[config.mk]
export PLATFORM = sky130hd
export DESIGN_NAME = pwe_div
export DESIGN_NICKNAME = d
export VERILOG_FILES = /design/src/hdl/pwe_pkg.sv /design/src/hdl/pwe_div.sv
export SDC_FILE = /design/constraint.sdc
export NUM_CORES = 1
export LEC_CHECK = 0
export BUFFER_PORTS_ARGS = -buffer_cell sky130_fd_sc_hd__buf_2
export CORE_MARGIN = 10
export CORE_UTILIZATION = 30
export CTS_CLUSTER_DIAMETER = 50
export DETAILED_ROUTE_END_ITERATION = 12
export PLACE_DENSITY = 0.57
export SLEW_MARGIN = 30
export SYNTH_ARGS = -nofsm -noshare
export SYNTH_HDL_FRONTEND = slang
export SYNTH_SLANG_ARGS = --single-unit
[constraint.sdc]
create_clock -name i_clk -period 2.8 [get_ports i_clk]
set_input_delay 0.28 -clock i_clk [delete_from_list [all_inputs] [get_ports i_clk]]
set_output_delay 0.28 -clock i_clk [all_outputs]
set_load 0.01 [all_outputs]
[src/hdl/pwe_pkg.sv]
// Shared constants and types for the pooling window engine.
package pwe_pkg;

    localparam int MAX_SIDE     = 64;
    localparam int MAX_KERNEL   = 8;
    localparam int SAMPLE_WIDTH = 16;

    localparam int SIDE_W  = $clog2(MAX_SIDE);
    localparam int ADDR_W  = 2 * SIDE_W;
    localparam int DEPTH   = MAX_SIDE * MAX_SIDE;
    localparam int KCNT_W  = $clog2(MAX_KERNEL);
    localparam int SUM_W   = SAMPLE_WIDTH + $clog2(MAX_KERNEL * MAX_KERNEL);
    localparam int DVSR_W  = 7;

    // register indexes
    localparam logic [2:0] REG_MODE   = 3'd0;
    localparam logic [2:0] REG_KERNEL = 3'd1;
    localparam logic [2:0] REG_STRIDE = 3'd2;
    localparam logic [2:0] REG_PAD    = 3'd3;
    localparam logic [2:0] REG_SIDE   = 3'd4;

    // input word kinds
    localparam logic FUNC_LOAD    = 1'b0;
    localparam logic FUNC_REQUEST = 1'b1;

    typedef struct packed {
        logic              start;
        logic [SUM_W-1:0]  dividend;
        logic [DVSR_W-1:0] divisor;
    } t_div_req;

    typedef struct packed {
        logic             done;
        logic [SUM_W-1:0] quotient;
    } t_div_rsp;

endpackage

[src/hdl/pwe_div.sv]
// Restoring unsigned divider, one quotient bit per cycle.
module pwe_div (
    input  logic              i_clk,
    input  logic              i_rst_n,
    input  pwe_pkg::t_div_req i_req,
    output pwe_pkg::t_div_rsp o_rsp
);
    import pwe_pkg::*;

    localparam int CNT_W = $clog2(SUM_W + 1);

    logic              r_busy;
    logic              r_done;
    logic [CNT_W-1:0]  r_cnt;
    logic [SUM_W-1:0]  r_quo;
    logic [DVSR_W:0]   r_rem;
    logic [DVSR_W:0]   r_dvsr;
    logic [DVSR_W:0]   rem_shift;
    logic              fits;

    assign rem_shift = {r_rem[DVSR_W-1:0], r_quo[SUM_W-1]};
    assign fits      = (rem_shift >= r_dvsr);

    always_ff @(posedge i_clk) begin
        if (!i_rst_n) begin
            r_busy <= 1'b0;
            r_done <= 1'b0;
            r_cnt  <= '0;
        end else begin
            r_done <= 1'b0;
            if (i_req.start) begin
                r_busy <= 1'b1;
                r_cnt  <= CNT_W'(SUM_W);
                r_quo  <= i_req.dividend;
                r_rem  <= '0;
                r_dvsr <= {1'b0, i_req.divisor};
            end else if (r_busy) begin
                r_rem <= fits ? (rem_shift - r_dvsr) : rem_shift;
                r_quo <= {r_quo[SUM_W-2:0], fits};
                r_cnt <= r_cnt - 1'b1;
                if (r_cnt == CNT_W'(1)) begin
                    r_busy <= 1'b0;
                    r_done <= 1'b1;
                end
            end
        end
    end

    assign o_rsp.done     = r_done;
    assign o_rsp.quotient = r_quo;

endmodule

# Word level (Yosys, flattened, before mapping)
# Cells that the tools add are included.
[totals]
latch_bits = 0
register_bits = 43
mem_count = 0
out_inout_bits = 23
ram_bits = 0
input_bits = 32
rom_bits = 0
[classes]
n_mux = 10
n_reduce_logical = 5
magnitude_cmp = 1
div_mod_pow = 0
shifts = 0
bitwise_logic = 2
n_eq_ne = 1
mul = 0
addsub = 2
[op_table]
columns = ["cell", "n"]
rows = [
  ["2-to-1 mux 22 bit", 2],
  ["2-to-1 mux 7 bit", 2],
  ["2-to-1 mux 5 bit", 2],
  ["greater-or-equal comparator 8 x 7 -> 1 bit", 1],
  ["subtractor 7 bit", 1],
  ["equality test 5 x 1 -> 1 bit, second input constant", 1],
  ["subtractor 5 x 1 -> 5 bit, second input constant", 1],
  ["2-to-1 mux 1 bit", 4],
  ["AND reduction 2 bit", 2],
  ["OR reduction 3 bit", 1],
  ["inverter 1 bit", 2],
  ["nonzero test 2 bit", 1],
  ["OR reduction 2 bit", 1],
]

# Depth between registers and ports, before layout
[logic_depth]
depth_word = 4
ltp_mapped = 8
depth_no_buf = 8

# Worst setup path before layout
# OpenSTA, ideal clock, no wires.
[synth_timing]
path_kind = "register to register"
start = "reg r_quo[21]"
end = "reg r_rem[5] (data pin)"
t_arrival_ns = 1.938
stages_incl_launch_ff = 9
setup_slack_ns = 0.715
cell_sequence = "edfxtp_1 > inv_1 > ha_1 > fa_1 > nand2b_2 > o2bb2ai_2 > a31o_4 > a22o_1 > a21oi_1"
[synth_via]
elab_chain_len = 3
[synth_rtl]
columns = ["item", "line_no", "text"]
rows = [
  ["start, declared", "pwe_div.sv:15", "logic [SUM_W-1:0] r_quo;"],
  ["start signal, assigned", "pwe_div.sv:34", "r_quo <= i_req.dividend;"],
  ["start signal, assigned", "pwe_div.sv:39", "r_quo <= {r_quo[SUM_W-2:0], fits};"],
  ["subtractor 7 bit / greater-or-equal comparator 8 x 7 -> 1 bit (equally long branches)", "pwe_div.sv:38, pwe_div.sv:22", ""],
  ["2-to-1 mux 7 bit (*)", "pwe_div.sv:38", "r_rem <= fits ? (rem_shift - r_dvsr) : rem_shift;"],
  ["2-to-1 mux 7 bit (*)", "pwe_div.sv:37", "end else if (r_busy) begin"],
  ["end signal, assigned", "pwe_div.sv:38", ""],
  ["end, declared", "pwe_div.sv:16", "logic [DVSR_W:0] r_rem;"],
]
# Mark *: on every way between the ends. The rest lies on a longest branch, timed or not. The select of a mux whose other input is x is not followed.
# A chain may end at the register's enable or synchronous reset.

# Worst setup path after layout
[layout_timing]
start = "reg r_quo[21]"
end = "reg r_rem[1] (data pin)"
# The elaborated chain is that of the path after synthesis.

==> results.yml <==
run_status:
  status: "completed"
timing:
  maxSlewHeadroom: 0.692
  final-setup-viol-count: 0
  worst_pin_slew_ns: 0.461
  hold_violations: 0
  final.min_clock_period_ns: 2.21
  max_freq_ghz: 0.452
  timing.setup.tns_ns: 0
  min_period_over_period: 0.791
  drv_slew: 0
  rsz0062_at_grt: "no"
  fin_skew_ns: 0.00795
hold_path:
  holdPathEnd: "r_dvsr[6]"
  min_from: "i_req[6]"
  hold_depth: 1
  hold_path_class: "input pin to flop"
final_layout:
  nNetsFinal: 265
  final_common_cell: "buf_2"
  area_growth_pct: 22.7
  stdcell_area_sq_um: 2640
  multi_input_area_sq_um: 853
  most-common-layout-cells: "buf_2 (54), edfxtp_1 (36), mux2_2 (22)"
  regArea_sq_um: 1220
  drive_above_1_share: 0.402
  nFillCells: 659
  num_antenna_cells: 0
logic_synthesis:
  synth_area_sq_um: 2150
  synth_seq_cells: 43
  synth_top_cell_by_area: "edfxtp_1"
  seq_area_frac_synth: 0.568
  synth_fp_nets: 207
  syn_inst: 165
  yosysTopAreaCellShare: 0.503
  synth.distinct_cells: 37
  synth_area_per_cell_sq_um: 13.0
  yosys_warnings: 0
  synth.area.top_cells: "edfxtp_1 (50%), mux2_2 (12%), dfxtp_1 (6.5%), ha_1 (5.2%), inv_1 (2.3%)"
placement:
  io_buffers: 54
  place_area_sq_um: 2530
  dp_hpwl_mm: 3.47
  gp_congestion: 0.770
routing:
  drtAntennaViolNets: 0
  wire_per_inst_um: 14.2
  vias_per_cell: 4.60
  drcViolationCount: 0
  vias: 1471
  first_pass_iters: 4
  drt_iter0_drc: 62
  postRouteWirelength_mm: 4.55
worst_setup_path:
  crit_fanout: 5
  cp-end-kind: "flop"
  worst-setup-path-type: "flop to flop"
  start_kind: "flop"
  cp_slowest_cell: "fa_1"
  reg2reg_slack_ns: 0.59
  reg2reg_depth: 8
  crit-reg2reg-launch: "r_quo[21]"
  worst_ep_arrival_time_ns: 2.34
  reg2reg_to: "r_rem[1]"
  max_stage_delay_ns: 0.39
  crit_chain: "inv_1 > ha_1 > fa_1 > nand2b_2 > o2bb2ai_2 > a31oi_1 > nor3_1 > a211oi_1"
  required_ns: 2.92
clocking:
  ctsRootBufferMaster: "clkbuf_8"
  cts_max_level: 2
  ctsHoldBuffers: 0
  clock_tree.buffer_depth: 2
  cts-resized-gates: 0
  postCtsSetupBuffers: 0
  worstSkewPairLatency_ns: 0.29
  clkTransAtPathRegs_ns: 0.08
  cts.sinks: 43
  numCtsBuffers: 5
  cts_tree: "built"
global_routing:
  grt_pass1_wl_mm: 7.62
  grt_pass1_vias: 1601
  overflow: 0
  track_usage: 0.0829
  grt_max_degree: 31
  antenna_found_initial: 0
floorplan:
  core_area_sq_um: 6870
  initial_utilization: 0.313
  rows: 30
  die_x_um: 105
  die-area_sq_um: 10900
  ios: 55
  die_y_um: 105
power_and_ir_drop:
  ir_drop_mv: 0.318
  pwr_density_cell_nw_per_um2: 585
  power_leakage_uw: 0.00105
run:
  maxCapViolCount: 0
## logic make-up (layout without fill, tap and decap cells)
kind of cell / after synthesis / count (layout) / synth area share
adder cells (fa/ha/maj): 10 / 10 / 0.0617
multiplexers: 24 / 24 / 0.125
flip-flops: 43 / 43 / 0.568
AO/OA/AOI/OAI: 32 / 32 / 0.107
XOR/XNOR: 6 / 6 / 0.0245
AND/OR/NAND/NOR: 32 / 32 / 0.0798
buffers and inverters: 18 / 77 / 0.0344
## where the power goes
| group | switching [uW] | internal, uW |
|---|---|---|
| logic | 156 | 140 |
| clock network | 208 | 261 |
| registers | 26.1 | 752 |
| total | 390 | 1150 |
## routing by layer
metal,vias up,wire length (um),track usage
met3,6,474,0.0430
li1,730,-,-
met1,688,1950,0.0972
met4,0,61,0.0265
met2,47,2060,0.128
met5,-,0,0
## worst max path at each step
| stage | startpoint | end | slack [ns] | cells past startpoint |
|---|---|---|---|---|
| final | r_quo[21] | r_rem[1] | 0.59 | 8 |
| after global routing | r_quo[21] | r_rem[1] | 0.41 | 8 |
| after CTS | r_quo[21] | r_rem[1] | 0.58 | 8 |
| after detailed placement | r_quo[21] | r_rem[1] | 0.61 | 8 |
| after global placement | r_quo[21] | r_rem[1] | 0.63 | 8 |
| after floorplan | r_quo[21] | r_rem[5] | 0.72 | 8 |
## stage by stage
| step | instances | power (uW) | setup WS [ns] | utilization | hold slack, ns |
|---|---|---|---|---|---|
| floorplan | 165 | 998 | 0.715 | - | 0.379 |
| global placement | 312 | 1090 | 0.627 | 0.368 | 0.458 |
| detailed placement | 312 | 1090 | 0.606 | 0.368 | 0.458 |
| CTS | 320 | 1560 | 0.578 | 0.384 | 0.153 |
| global route | 320 | 1630 | 0.405 | 0.384 | 0.157 |
| finish | 320 | 1540 | 0.586 | 0.384 | 0.162 |
## cell type report
type,count,share of cell area
Timing Repair Buffer,56,0.108
Multi-Input combinational cell,104,0.324
Clock buffer,5,0.0261
Sequential cell,43,0.463
Tap cell,96,0.0456
Clock inverter,3,0.0147
Inverter,13,0.0185
## Yosys cell counts, drive strengths merged
master and instances:
nand4 1, xnor2 5, nor4b 2, ha 9, nand3 5, a31oi 1
o21ai 6, a211oi 2, a311oi 1, inv 13, a21oi 9, nand2 3
a31o 1, a21boi 1, nor2 7, xor2 1, dfxtp 7, edfxtp 36
clkbuf 1, mux2 22, a22o 2, and4b 1, nor3 7, fa 1
buf 4, nand2b 2, o21a 6, mux2i 2, nor2b 3, o2bb2ai 1
a221oi 1, or2 1, o31a 1
## worst max-delay path: cells and delay by family, from the launching register on
family                   cells  cell delay [ns]
AND/OR/NAND/NOR              2             0.31
buffers and inverters        1             0.05
adder cells (fa/ha/maj)      2             0.61
AO/OA/AOI/OAI                3             0.70
flip-flops                   1             0.38
## registers in the layout, indices dropped and copies added (netlist names)
register and count:
r_done 1, r_quo 22, r_cnt 5, r_busy 1
r_dvsr 7, r_rem 7
(Power assumes the default switching activity.)
